$ cat config.mk
export PLATFORM = sky130hd
export DESIGN_NAME = adc_to_temperature_table_interp
export DESIGN_NICKNAME = d
export VERILOG_FILES = /design/src/hdl/atti_pkg.sv /design/src/hdl/atti_front.sv /design/src/hdl/atti_queue.sv /design/src/hdl/atti_back.sv /design/src/hdl/adc_to_temperature_table_interp.sv
export SDC_FILE = /design/constraint.sdc
export NUM_CORES = 1
export LEC_CHECK = 0
export BUFFER_PORTS_ARGS = -buffer_cell sky130_fd_sc_hd__buf_2
export CELL_PAD_IN_SITES_DETAIL_PLACEMENT = 1
export CELL_PAD_IN_SITES_GLOBAL_PLACEMENT = 2
export CORE_MARGIN = 1
export CORE_UTILIZATION = 40
export CTS_CLUSTER_SIZE = 12
export DETAILED_ROUTE_END_ITERATION = 8
export GPL_ROUTABILITY_DRIVEN = 1
export GPL_TIMING_DRIVEN = 0
export PLACE_DENSITY = 0.8
export SLEW_MARGIN = 20
export SYNTH_ARGS = -nofsm -noshare
export SYNTH_HDL_FRONTEND = slang
export SYNTH_SLANG_ARGS = --single-unit
$ cat constraint.sdc
create_clock -name clk -period 8.3 [get_ports clk]
set_clock_uncertainty 0.15 [all_clocks]
set_input_delay 0.415 -clock clk [delete_from_list [all_inputs] [get_ports clk]]
set_output_delay 0.415 -clock clk [all_outputs]
set_load 0.005 [all_outputs]
$ cat src/hdl/atti_pkg.sv
// ----------------------------------------------------------------------------
// atti_pkg - shared types and constants for the ADC to temperature converter
// Breakpoint ROM, temperature scale and the record passed from search to math.
// ----------------------------------------------------------------------------
package atti_pkg;

  localparam int SAMPLE_BITS   = 10;
  localparam int TABLE_ENTRIES = 43;
  localparam int IDX_BITS      = $clog2(TABLE_ENTRIES);

  // temperature scale, in tenths of a degree
  localparam int T_BASE   = -550;
  localparam int T_STRIDE = 50;
  localparam int Q_SCALE  = 1000;
  localparam int Q_SPLIT  = 100;

  // floor(floor(d*Q_SCALE/delta)*step/Q_SPLIT) folds into floor(d*ADD_SCALE/delta)
  localparam int ADD_SCALE = Q_SCALE * (T_STRIDE / 10) / Q_SPLIT;
  localparam int QB        = $clog2(ADD_SCALE);           // quotient bits
  localparam int CNT_BITS  = $clog2(QB);
  localparam int DIVW      = SAMPLE_BITS + QB;            // dividend width

  // result widths
  localparam int TW = 12;   // temp_tenths
  localparam int WW = 9;    // whole_degrees
  localparam int DW = 4;    // tenths_digit

  // divide by ten: floor(n*RECIP10 >> RECIP_SHIFT) is exact for n below 2048
  localparam int RECIP10     = 6554;
  localparam int RECIP_SHIFT = 16;
  localparam int MW          = (TW - 1) + RECIP_SHIFT - 3;

  // queue between search and arithmetic
  localparam int Q_DEPTH = 2;
  localparam int QP_BITS = $clog2(Q_DEPTH);

  localparam logic [SAMPLE_BITS-1:0] BP_ROM [TABLE_ENTRIES] = '{
    10'd10,   10'd15,   10'd21,   10'd29,   10'd40,   10'd54,   10'd73,
    10'd95,   10'd123,  10'd156,  10'd195,  10'd239,  10'd288,  10'd341,
    10'd397,  10'd454,  10'd510,  10'd565,  10'd618,  10'd666,  10'd711,
    10'd751,  10'd787,  10'd818,  10'd846,  10'd870,  10'd890,  10'd908,
    10'd924,  10'd937,  10'd948,  10'd958,  10'd966,  10'd973,  10'd979,
    10'd984,  10'd989,  10'd993,  10'd996,  10'd999,  10'd1002, 10'd1004,
    10'd1006
  };

  localparam logic [IDX_BITS-1:0] IDX_LAST = IDX_BITS'(TABLE_ENTRIES - 1);

  // one classified sample
  typedef struct packed {
    logic [SAMPLE_BITS-1:0] sample;
    logic [IDX_BITS-1:0]    idx;      // lower breakpoint, or the result point
    logic                   interp;   // interpolate between idx and idx+1
    logic                   clo;
    logic                   chi;
  } entry_t;

  function automatic logic [SAMPLE_BITS-1:0] bp_rom(input logic [IDX_BITS-1:0] i);
    logic [SAMPLE_BITS-1:0] v;
    v = '0;
    if (i < IDX_BITS'(TABLE_ENTRIES)) v = BP_ROM[i];
    return v;
  endfunction

  function automatic logic signed [TW-1:0] point_temp(input logic [IDX_BITS-1:0] i);
    return TW'(T_BASE + T_STRIDE * int'(i));
  endfunction

endpackage

$ cat src/hdl/atti_front.sv
// ----------------------------------------------------------------------------
// atti_front - sample intake and breakpoint search
// Clamps out-of-range samples, binary-searches the ROM one step per cycle.
// ----------------------------------------------------------------------------
module atti_front import atti_pkg::*; (
  input  logic                   clk,
  input  logic                   rst_n,
  input  logic                   start,
  input  logic [SAMPLE_BITS-1:0] in_adc_sample,
  output logic                   busy,
  input  logic                   q_full,
  output logic                   q_push,
  output entry_t                 q_data
);

  localparam logic [1:0] F_IDLE   = 2'd0;
  localparam logic [1:0] F_SEARCH = 2'd1;
  localparam logic [1:0] F_PUSH   = 2'd2;

  logic [1:0]          state_r, state_nxt;
  entry_t              ent_r, ent_nxt;
  logic [IDX_BITS-1:0] lo_r, lo_nxt, hi_r, hi_nxt;
  logic [IDX_BITS:0]   sum;
  logic [IDX_BITS-1:0] mid;

  assign busy   = (state_r != F_IDLE);
  assign q_push = (state_r == F_PUSH) && !q_full;
  assign q_data = ent_r;

  assign sum = {1'b0, hi_r} + {1'b0, lo_r};
  assign mid = sum[IDX_BITS:1];

  always_comb begin
    state_nxt = state_r;
    ent_nxt   = ent_r;
    lo_nxt    = lo_r;
    hi_nxt    = hi_r;
    unique case (state_r)
      F_IDLE: begin
        if (start) begin
          ent_nxt.sample = in_adc_sample;
          ent_nxt.interp = 1'b0;
          ent_nxt.clo    = 1'b0;
          ent_nxt.chi    = 1'b0;
          lo_nxt         = '0;
          hi_nxt         = IDX_LAST;
          priority if (in_adc_sample >= bp_rom(IDX_LAST)) begin
            ent_nxt.chi = 1'b1;
            ent_nxt.idx = IDX_LAST;
            state_nxt   = F_PUSH;
          end else if (in_adc_sample <= bp_rom('0)) begin
            ent_nxt.clo = 1'b1;
            ent_nxt.idx = '0;
            state_nxt   = F_PUSH;
          end else begin
            state_nxt = F_SEARCH;
          end
        end
      end
      F_SEARCH: begin
        if (IDX_BITS'(hi_r - lo_r) > IDX_BITS'(1)) begin
          if (ent_r.sample > bp_rom(mid)) lo_nxt = mid;
          else                            hi_nxt = mid;
        end else begin
          // sample sitting on the upper breakpoint takes its temperature
          if (ent_r.sample >= bp_rom(hi_r)) begin
            ent_nxt.idx = hi_r;
          end else begin
            ent_nxt.idx    = lo_r;
            ent_nxt.interp = 1'b1;
          end
          state_nxt = F_PUSH;
        end
      end
      F_PUSH: begin
        if (!q_full) state_nxt = F_IDLE;
      end
      default: state_nxt = F_IDLE;
    endcase
  end

  always_ff @(posedge clk) begin
    if (!rst_n) begin
      state_r <= F_IDLE;
    end else begin
      state_r <= state_nxt;
    end
    ent_r <= ent_nxt;
    lo_r  <= lo_nxt;
    hi_r  <= hi_nxt;
  end

endmodule

$ cat src/hdl/atti_queue.sv
// ----------------------------------------------------------------------------
// atti_queue - short FIFO between search and arithmetic
// Register-based, Q_DEPTH entries, head visible without a pop.
// ----------------------------------------------------------------------------
module atti_queue import atti_pkg::*; (
  input  logic   clk,
  input  logic   rst_n,
  input  logic   push,
  input  entry_t push_data,
  input  logic   pop,
  output entry_t head,
  output logic   full,
  output logic   empty
);

  entry_t             mem_r [Q_DEPTH];
  logic [QP_BITS-1:0] wr_r, rd_r;
  logic [QP_BITS:0]   cnt_r;

  assign full  = (cnt_r == (QP_BITS+1)'(Q_DEPTH));
  assign empty = (cnt_r == '0);
  assign head  = mem_r[rd_r];

  always_ff @(posedge clk) begin
    if (!rst_n) begin
      wr_r  <= '0;
      rd_r  <= '0;
      cnt_r <= '0;
    end else begin
      if (push) wr_r <= wr_r + QP_BITS'(1);
      if (pop)  rd_r <= rd_r + QP_BITS'(1);
      cnt_r <= cnt_r + (QP_BITS+1)'(push) - (QP_BITS+1)'(pop);
    end
    if (push) mem_r[wr_r] <= push_data;
  end

endmodule

$ cat src/hdl/atti_back.sv
// ----------------------------------------------------------------------------
// atti_back - interpolation and result formatting
// Serial restoring divide, base temperature add, split into degrees/tenths.
// ----------------------------------------------------------------------------
module atti_back import atti_pkg::*; (
  input  logic                 clk,
  input  logic                 rst_n,
  input  logic                 q_empty,
  input  entry_t               q_head,
  output logic                 q_pop,
  output logic                 out_valid,
  output logic signed [TW-1:0] out_temp_tenths,
  output logic signed [WW-1:0] out_whole_degrees,
  output logic [DW-1:0]        out_tenths_digit,
  output logic                 out_clamped_low,
  output logic                 out_clamped_high
);

  localparam logic [1:0] B_IDLE  = 2'd0;
  localparam logic [1:0] B_DIV   = 2'd1;
  localparam logic [1:0] B_TEMP  = 2'd2;
  localparam logic [1:0] B_SPLIT = 2'd3;

  logic [1:0]             state_r, state_nxt;
  logic [IDX_BITS-1:0]    idx_r, idx_nxt;
  logic                   clo_r, clo_nxt, chi_r, chi_nxt;
  logic [DIVW-1:0]        rem_r, rem_nxt;
  logic [SAMPLE_BITS-1:0] delta_r, delta_nxt;
  logic [CNT_BITS-1:0]    cnt_r, cnt_nxt;
  logic [QB-1:0]          q_r, q_nxt;
  logic signed [TW-1:0]   t_r, t_nxt;

  logic                   vld_r, vld_nxt;
  logic signed [TW-1:0]   ot_r, ot_nxt;
  logic signed [WW-1:0]   ow_r, ow_nxt;
  logic [DW-1:0]          od_r, od_nxt;
  logic                   oclo_r, oclo_nxt, ochi_r, ochi_nxt;

  logic [SAMPLE_BITS-1:0] vlo, vhi, dsamp, dlt;
  logic [DIVW-1:0]        trial;
  logic [TW-2:0]          mag;
  logic [MW-1:0]          prod;
  logic [WW-2:0]          wmag;

  assign vlo   = bp_rom(q_head.idx);
  assign vhi   = bp_rom(q_head.idx + IDX_BITS'(1));
  assign dsamp = q_head.sample - vlo;
  assign dlt   = vhi - vlo;
  assign trial = DIVW'(delta_r) << cnt_r;

  // magnitude / 10 by reciprocal multiply
  assign mag  = t_r[TW-1] ? (TW-1)'(-t_r) : (TW-1)'(t_r);
  assign prod = MW'(mag) * MW'(RECIP10);
  assign wmag = prod[RECIP_SHIFT +: (WW-1)];

  assign q_pop = (state_r == B_IDLE) && !q_empty;

  always_comb begin
    state_nxt = state_r;
    idx_nxt   = idx_r;
    clo_nxt   = clo_r;
    chi_nxt   = chi_r;
    rem_nxt   = rem_r;
    delta_nxt = delta_r;
    cnt_nxt   = cnt_r;
    q_nxt     = q_r;
    t_nxt     = t_r;
    vld_nxt   = 1'b0;
    ot_nxt    = ot_r;
    ow_nxt    = ow_r;
    od_nxt    = od_r;
    oclo_nxt  = oclo_r;
    ochi_nxt  = ochi_r;
    unique case (state_r)
      B_IDLE: begin
        if (!q_empty) begin
          idx_nxt   = q_head.idx;
          clo_nxt   = q_head.clo;
          chi_nxt   = q_head.chi;
          rem_nxt   = DIVW'(dsamp) * DIVW'(ADD_SCALE);
          delta_nxt = dlt;
          cnt_nxt   = CNT_BITS'(QB - 1);
          q_nxt     = '0;
          // flat interval adds nothing
          if (q_head.interp && (dlt != '0)) state_nxt = B_DIV;
          else                              state_nxt = B_TEMP;
        end
      end
      B_DIV: begin
        if (rem_r >= trial) begin
          rem_nxt      = rem_r - trial;
          q_nxt[cnt_r] = 1'b1;
        end
        if (cnt_r == '0) state_nxt = B_TEMP;
        else             cnt_nxt   = cnt_r - CNT_BITS'(1);
      end
      B_TEMP: begin
        t_nxt     = point_temp(idx_r) + $signed(TW'(q_r));
        state_nxt = B_SPLIT;
      end
      B_SPLIT: begin
        vld_nxt  = 1'b1;
        ot_nxt   = t_r;
        ow_nxt   = t_r[TW-1] ? -$signed(WW'(wmag)) : $signed(WW'(wmag));
        od_nxt   = DW'(mag - (TW-1)'(wmag) * (TW-1)'(10));
        oclo_nxt = clo_r;
        ochi_nxt = chi_r;
        state_nxt = B_IDLE;
      end
      default: state_nxt = B_IDLE;
    endcase
  end

  always_ff @(posedge clk) begin
    if (!rst_n) begin
      state_r <= B_IDLE;
      vld_r   <= 1'b0;
    end else begin
      state_r <= state_nxt;
      vld_r   <= vld_nxt;
    end
    idx_r   <= idx_nxt;
    clo_r   <= clo_nxt;
    chi_r   <= chi_nxt;
    rem_r   <= rem_nxt;
    delta_r <= delta_nxt;
    cnt_r   <= cnt_nxt;
    q_r     <= q_nxt;
    t_r     <= t_nxt;
    ot_r    <= ot_nxt;
    ow_r    <= ow_nxt;
    od_r    <= od_nxt;
    oclo_r  <= oclo_nxt;
    ochi_r  <= ochi_nxt;
  end

  assign out_valid         = vld_r;
  assign out_temp_tenths   = ot_r;
  assign out_whole_degrees = ow_r;
  assign out_tenths_digit  = od_r;
  assign out_clamped_low   = oclo_r;
  assign out_clamped_high  = ochi_r;

endmodule

$ cat src/hdl/adc_to_temperature_table_interp.sv
// ----------------------------------------------------------------------------
// adc_to_temperature_table_interp - thermistor ADC reading to temperature
// Piecewise linear lookup in a 43-point breakpoint ROM, 5.0 degree spacing.
// ----------------------------------------------------------------------------
// Usage:
//   Input: drive in_adc_sample and raise start; the transfer happens at the
//   edge where start is high and busy is low. busy then stays high through
//   up to 6 binary-search steps and a final compare against the upper
//   breakpoint (skipped for a clamped sample) and the hand-off to the queue,
//   longer while the queue is full.
//   Output: out_valid pulses for one cycle with temp_tenths, whole_degrees,
//   tenths_digit and the two clamp flags. The receiver cannot stall, so each
//   result must be taken in that cycle.
//   Path from the transfer to out_valid: the search, the queue pop, 6 divide
//   steps (interpolated samples only), the temp add and the split.
//   The search takes a new sample only while busy is low, and the
//   arithmetic unit pops a new entry only after the split of the previous
//   one. A two-entry queue lets a new search overlap the previous sample's
//   division.
//   Reset (rst_n low, synchronous) empties the queue and idles both units;
//   no result is produced for samples in flight.
// ----------------------------------------------------------------------------
module adc_to_temperature_table_interp import atti_pkg::*; (
  input  logic                   clk,
  input  logic                   rst_n,
  input  logic                   start,
  output logic                   busy,
  input  logic [SAMPLE_BITS-1:0] in_adc_sample,
  output logic                   out_valid,
  output logic signed [TW-1:0]   out_temp_tenths,
  output logic signed [WW-1:0]   out_whole_degrees,
  output logic [DW-1:0]          out_tenths_digit,
  output logic                   out_clamped_low,
  output logic                   out_clamped_high
);

  // search -> queue -> arithmetic
  logic   q_push, q_pop, q_full, q_empty;
  entry_t q_in, q_head;

  // search unit: clamp check at intake, then one bisection step per cycle
  atti_front u_front (
    .clk           (clk),
    .rst_n         (rst_n),
    .start         (start),
    .in_adc_sample (in_adc_sample),
    .busy          (busy),
    .q_full        (q_full),
    .q_push        (q_push),
    .q_data        (q_in)
  );

  // decouples the two units so each stalls on its own
  atti_queue u_queue (
    .clk       (clk),
    .rst_n     (rst_n),
    .push      (q_push),
    .push_data (q_in),
    .pop       (q_pop),
    .head      (q_head),
    .full      (q_full),
    .empty     (q_empty)
  );

  // arithmetic unit: divide, add base temperature, split into digits
  atti_back u_back (
    .clk               (clk),
    .rst_n             (rst_n),
    .q_empty           (q_empty),
    .q_head            (q_head),
    .q_pop             (q_pop),
    .out_valid         (out_valid),
    .out_temp_tenths   (out_temp_tenths),
    .out_whole_degrees (out_whole_degrees),
    .out_tenths_digit  (out_tenths_digit),
    .out_clamped_low   (out_clamped_low),
    .out_clamped_high  (out_clamped_high)
  );

endmodule
==> results of run 1 <==
-- final cells by class --
class / count / area (um^2)
Sequential cell: 160 / 4700
Buffer: 71 / 293
Clock inverter: 10 / 80.1
Timing Repair Buffer: 47 / 284
Tap cell: 511 / 639
Clock buffer: 22 / 464
Fill cell: 4406 / 20900
Multi-Input combinational cell: 1260 / 9890
Inverter: 185 / 703
-- cells by family after synthesis --
group / after synthesis / synth area share [%]
AO/OA/AOI/OAI: 452 / 18.1
XOR/XNOR: 103 / 6.04
adder cells (fa/ha/maj): 281 / 24.7
buffers and inverters: 256 / 6.36
flip-flops: 160 / 30.3
multiplexers: 47 / 3.42
AND/OR/NAND/NOR: 377 / 11.1
-- sequential cells by signal, summed over array words and instances, names as in the netlist, 3 cells and up, named ones only --
name                      flops
u_back.out_tenths_digit       4
u_back.rem_r                 16
u_back.out_whole_degrees      9
u_back.idx_r                  6
u_front.lo_r                  6
u_back.cnt_r                  3
u_front.q_data               19
u_back.q_r                    6
u_front.hi_r                  6
u_back.delta_r               10
u_queue.mem_r                38
u_back.out_temp_tenths       11
u_back.t_r                   12
-- per-layer routing --
metal	GRT usage (%)	vias to the layer above	wire, um
li1	-	6087	-
met1	27.6	6078	18900
met2	40.6	173	21700
met3	2.68	51	943
met4	6.87	0	1050
met5	0	-	0
-- worst max-delay path by stage --
stage | start | endpoint
after CTS | flop | u_back.rem_r[15]
after global routing | flop | u_back.rem_r[15]
after floorplan | u_back.t_r[2] | u_back.out_tenths_digit[3]
after detailed placement | flop | u_back.rem_r[15]
final | flop | u_back.rem_r[15]
after global placement | flop | u_back.rem_r[15]
-- stage by stage --
step	TNS (ns)	util, %
detailed placement	0	43.4
global placement	-0.0196	43.2
CTS	0	44.9
floorplan	0	-
finish	0	45.0
global route	0	45.0
-- cells in the final DEF (no fill, tap or decap), types with 10 or more instances in the layout --
cell type  netlist  layout
a211oi_1        25      25
a21boi_0        10      10
a21o_1          26      26
a21oi_1        142     142
a31oi_1         27      26
and2_1          11      11
buf_2            3      44
clkbuf_1        56      58
clkbuf_16        0      17
dfxtp_1         10      10
edfxtp_1       150     150
fa_1            44      44
ha_1           237     236
inv_1          181     180
mux2_2          17      17
mux2i_1         24      23
nand2_1        127     127
nand2b_1        17      17
nand3_1         25      25
nor2_1         113     113
nor2b_1         23      21
nor3_1          25      25
o211ai_1        16      16
o21a_1          11      11
o21ai_0        106     105
o21bai_1        16      16
o31ai_1         10      10
xnor2_1         64      64
xor2_1          34      34
-- critical path, delay by kind of cell, from the launching register on --
kind / cells / cell delay (ns)
fa+ha+maj: 6 / 2.16
mux: 1 / 0.57
xor+xnor: 2 / 0.42
compound gates: 10 / 1.99
buf+inv: 7 / 1.29
simple gates: 3 / 0.42
flops: 1 / 0.35
-- what timing repair did --
| action | 4_1_cts | 5_1_grt |
|---|---|---|
| endpoints found under the hold margin | 1 | 0 |
| pin swaps | 0 | 0 |
| resized for setup | 1 | 6 |
| setup endpoints to repair | 1 | 6 |
| setup buffers | 0 | 2 |
| hold buffers | 1 | 0 |
==> qor.txt, run 1 <==
CTS HTree Levels = 4
post-DP HPWL = 34600 um
Setup violations, final = 0
Tcrit/Tclk final = 92.4%
reg-to-reg endpoint = u_back.rem_r[15]
RSZ-0062 raised after global routing = false
fin cells = 2266
cell count after placement = 2231
reg2reg path depth = 29
dpl cell area = 16500 um^2
Die Area = 39700 um^2
fin nets = 2036
pre-CTS setup slack = 0.00548 ns
status = finished clean
GPL Wtd Cong = 0.902
clk buf depth = 2
Cell Area, Synth = 15500 um^2
Die H = 199 um
slew margin rel. = 39.2%
Initial Util = 41.0%
GRT overflow = 0
layout cells sized above 1 = 7.24%
highest-delay cell along the critical path = mux2i_4
worst endpoint data arrival time = 7.68 ns
Gate Count Post-Synth = 1676
Worst-Margin Slew = 0.913 ns
Critical Path End Type = flop
syn_nets = 1970
hold_ws = 0.0349 ns
post-synthesis sequential area ratio = 30.3%
CTS Buf Count = 17
# port buffers = 41
total wire length = 42600 um
Placeable Area = 37900 um^2
DR pass1 iterations = 4
final instance area = 17100 um^2
startpoint types = flop
MaxCap Viol Count = 0
Reg2Reg Setup Slack = 0.63 ns
area grow syn2layout = 9.71%
TritonCTS clock tree = yes
clock root cell = clkbuf_16
vias in the first global route = 13000
prevailing post-synth register cell = edfxtp_1
row count = 71
Post-synth EDFFs = 150
Setup CP Type = flop to flop
Top Ports = 42
initial antenna violation count = 0
DRT iter0 DRCs = 438
synth top area cells = edfxtp_1 29%, ha_1 19%, fa_1 5.7%
class of the worst hold path = primary input to flop
Yosys warning count = 0
area fraction of the dominant cell type after synthesis = 29.0%
Worst Hold Endpoint = u_front.q_data[13]
drt wl/cell = 18.8 um
Die W = 199 um
Max Fclk = 130 MHz
#FFs+latches synth = 160
most frequent cell after synthesis = ha_1
fin worst setup slack = 0.629 ns
worst skew pair latency = 0.44 ns
Synth area leader = edfxtp_1
worst endpoint required time = 8.31 ns
total track usage = 22.4%
slowest stage delay, CP = 0.57 ns
post-route ant nets = 0
origin of the worst min-delay path = in_adc_sample[4]
n_diodes = 0
CTS sink count = 160
Async S/R FF share, synth = 0%
fin crit period = 7.67 ns
final hold viol count = 0
syn avg cell area = 9.28 um^2
first-pass GRT wire length = 69400 um
post-DR vias/cell = 5.47
leading cell types by count after synthesis = 237 x ha_1, 181 x inv_1, 150 x edfxtp_1, 142 x a21oi_1, 127 x nand2_1
DRC violations left = 0
Final Max Slew Viols = 0
crit path max fanout = 11
Yosys cell types = 73
total number of vias = 12400
largest net degree at the start of global routing = 28
Reg clk slew, reported paths = 0.07 ns
hold depth = 1
Power of run 1 is left out: the tool's default activity adds up to more than one toggle a clock period on the data nets, which glitch-free logic cannot reach.
==> run 2, diff against run 1 <==
Settings changed: ABC_AREA from default to 1, CAP_MARGIN from default to 0, CORE_UTILIZATION 40 to 39, GPL_ROUTABILITY_DRIVEN 1 to default, PLACE_DENSITY 0.8 to 0.82.
==> qor.txt, run 2 <==
row count = 73
DRC violations left = 0
fin worst setup slack = 1.07 ns
TritonCTS clock tree = yes
CTS Buf Count = 17
final hold viol count = 0
worst skew pair latency = 0.46 ns
Yosys cell types = 60
Worst-Margin Slew = 0.813 ns
DRT iter0 DRCs = 443
post-DR vias/cell = 5.21
reg2reg start = u_back.t_r[0]
Die W = 203 um
Synth area leader = edfxtp_1
post-route ant nets = 0
Gate Count Post-Synth = 1966
syn_nets = 2260
clk buf depth = 2
DR pass1 iterations = 5
hold_ws = 0.0241 ns
fin crit period = 7.23 ns
worst setup path startpoint = u_back.t_r[0]
initial antenna violation count = 0
Setup CP Type = flop to flop
crit path max fanout = 7
total track usage = 22.8%
Top Ports = 42
leading cell types by count after synthesis = 406 x nand2_1, 318 x inv_1, 237 x ha_1, 150 x edfxtp_1, 150 x o21ai_0
post-DP HPWL = 36900 um
Die Area = 41100 um^2
#FFs+latches synth = 160
leading cell type in the layout, fill and taps excluded = nand2_1
status = finished clean
vias in the first global route = 14300
# port buffers = 41
Die H = 203 um
Sequential cell area = 4700 um^2
CTS resizes = 0
Yosys warning count = 0
startpoint types = flop
most frequent cell after synthesis = nand2_1
Critical Path End Type = flop
reg2reg path depth = 29
highest-delay cell along the critical path = edfxtp_1
Top reg by flops = u_queue.mem_r
CP most frequent cell = inv_1
total number of vias = 13400
multi-input logic area = 9560 um^2
worst setup path endpoint = u_back.out_tenths_digit[3]
Final Max Slew Viols = 0
GPL Wtd Cong = 0.887
Placeable Area = 39700 um^2
total wire length = 44700 um
layout cells sized above 1 = 6.59%
syn avg cell area = 7.98 um^2
slew margin rel. = 45.3%
Async S/R FF share, synth = 0%
Cell Area, Synth = 15700 um^2
first-pass GRT wire length = 74700 um
Reg clk slew, reported paths = 0.07 ns
Setup violations, final = 0
largest net degree at the start of global routing = 28
n_diodes = 0
slowest stage delay, CP = 0.58 ns
CTS HTree Levels = 4
class of the worst hold path = primary input to flop
setup TNS = 0 ns
clock root cell = clkbuf_16
drt wl/cell = 17.4 um
Max Fclk = 138 MHz
commonest cells after routing, fill and taps aside = 406 x nand2_1, 318 x inv_1, 236 x ha_1
area fraction of the dominant cell type after synthesis = 28.7%
# fillers = 4879
pre-CTS setup slack = 1.01 ns
fin nets = 2329
CTS sink count = 160
Tcrit/Tclk final = 87.1%
reg-to-reg endpoint = u_back.out_tenths_digit[3]
GRT overflow = 0
synth top area cells = edfxtp_1 29%, ha_1 19%, nand2_1 9.7%
Post-synth EDFFs = 150
Initial Util = 39.5%
worst endpoint required time = 8.35 ns
area grow syn2layout = 10.2%
Reg2Reg Setup Slack = 1.07 ns
MaxCap Viol Count = 0
prevailing post-synth register cell = edfxtp_1
worst endpoint data arrival time = 7.28 ns
post-synthesis sequential area ratio = 30.0%
RSZ-0062 raised after global routing = false
max reg flops = 38
==> run 2: cell count changes in the layout (fill, tap and decap cells not counted), moves of 19 or more <==
cell	change
inv_1	+138
a211oi_1	-20
nor2b_1	-21
nand3_1	+77
o21ai_0	+45
nand2_1	+279
clkbuf_1	-28
nor2_1	+21
a21o_1	-19
mux2i_1	-20
xnor2_1	-50
==> run 2: logic make-up after synthesis <==
logic type                 Yosys count  share of synthesized area [%]
adders and majority gates          281                           24.5
DFF                                160                           30.0
xor gates and xnor gates            51                           2.85
and+or+nand+nor                    712                           19.1
muxes                                3                          0.191
AOI/OAI and AO/OA                  384                           14.0
buffers and inverters              375                           9.33
==> run 2: routing by layer <==
metal / track usage [%] / share of wire (%) / vias up
li1: - / - / 6747
met1: 27.4 / 44 / 6459
met2: 42.4 / 52 / 163
met3: 2.62 / 2.1 / 49
met4: 6.44 / 1.9 / 0
met5: 0 / 0 / -
==> run 2: worst max-delay path: cells and delay by family, from the launching register on <==
kind	cells	cell delay, ns
adder cells (fa/ha/maj)	9	3.46
AND/OR/NAND/NOR	10	1.22
XOR/XNOR	3	0.73
AO/OA/AOI/OAI	1	0.14
buffers and inverters	6	0.69
flip-flops	1	0.58
==> run 2: final cells by class <==
cell class	instances	share of cell area (%)
Clock inverter	14	0.969
Clock buffer	18	2.48
Sequential cell	160	27.2
Buffer	44	1.24
Inverter	331	7.23
Tap cell	525	3.80
Timing Repair Buffer	50	1.82
Multi-Input combinational cell	1431	55.3
==> run 2: how the worst min path moves through the flow <==
stage / startpoint / endpoint / slack (ns) / depth (start not counted)
after floorplan: u_back.chi_r / u_back.out_clamped_high / 0.25 / 0
after global placement: u_back.chi_r / u_back.out_clamped_high / 0.25 / 0
after detailed placement: u_back.clo_r / u_back.out_clamped_low / 0.26 / 0
after CTS: in_adc_sample[3] / u_front.q_data[12] / 0.0006 / 1
after global routing: in_adc_sample[3] / u_front.q_data[12] / 0.006 / 1
final: in_adc_sample[3] / u_front.q_data[12] / 0.02 / 1
==> run 2: stage by stage <==
step	util, %	cell area, um^2	instances
final	43.5	17300	2573
after global routing	43.5	17300	2573
after CTS	43.5	17300	2573
after detailed placement	41.9	16600	2535
after global placement	41.7	16600	2532
after floorplan	-	15700	1966
==> run 2: timing repair <==
action / CTS / global route
hold buffers: 6 / 0
buffers inserted: 0 / 0
endpoints found under the hold margin: 6 / 0
Power of run 2 is left out for the same reason.
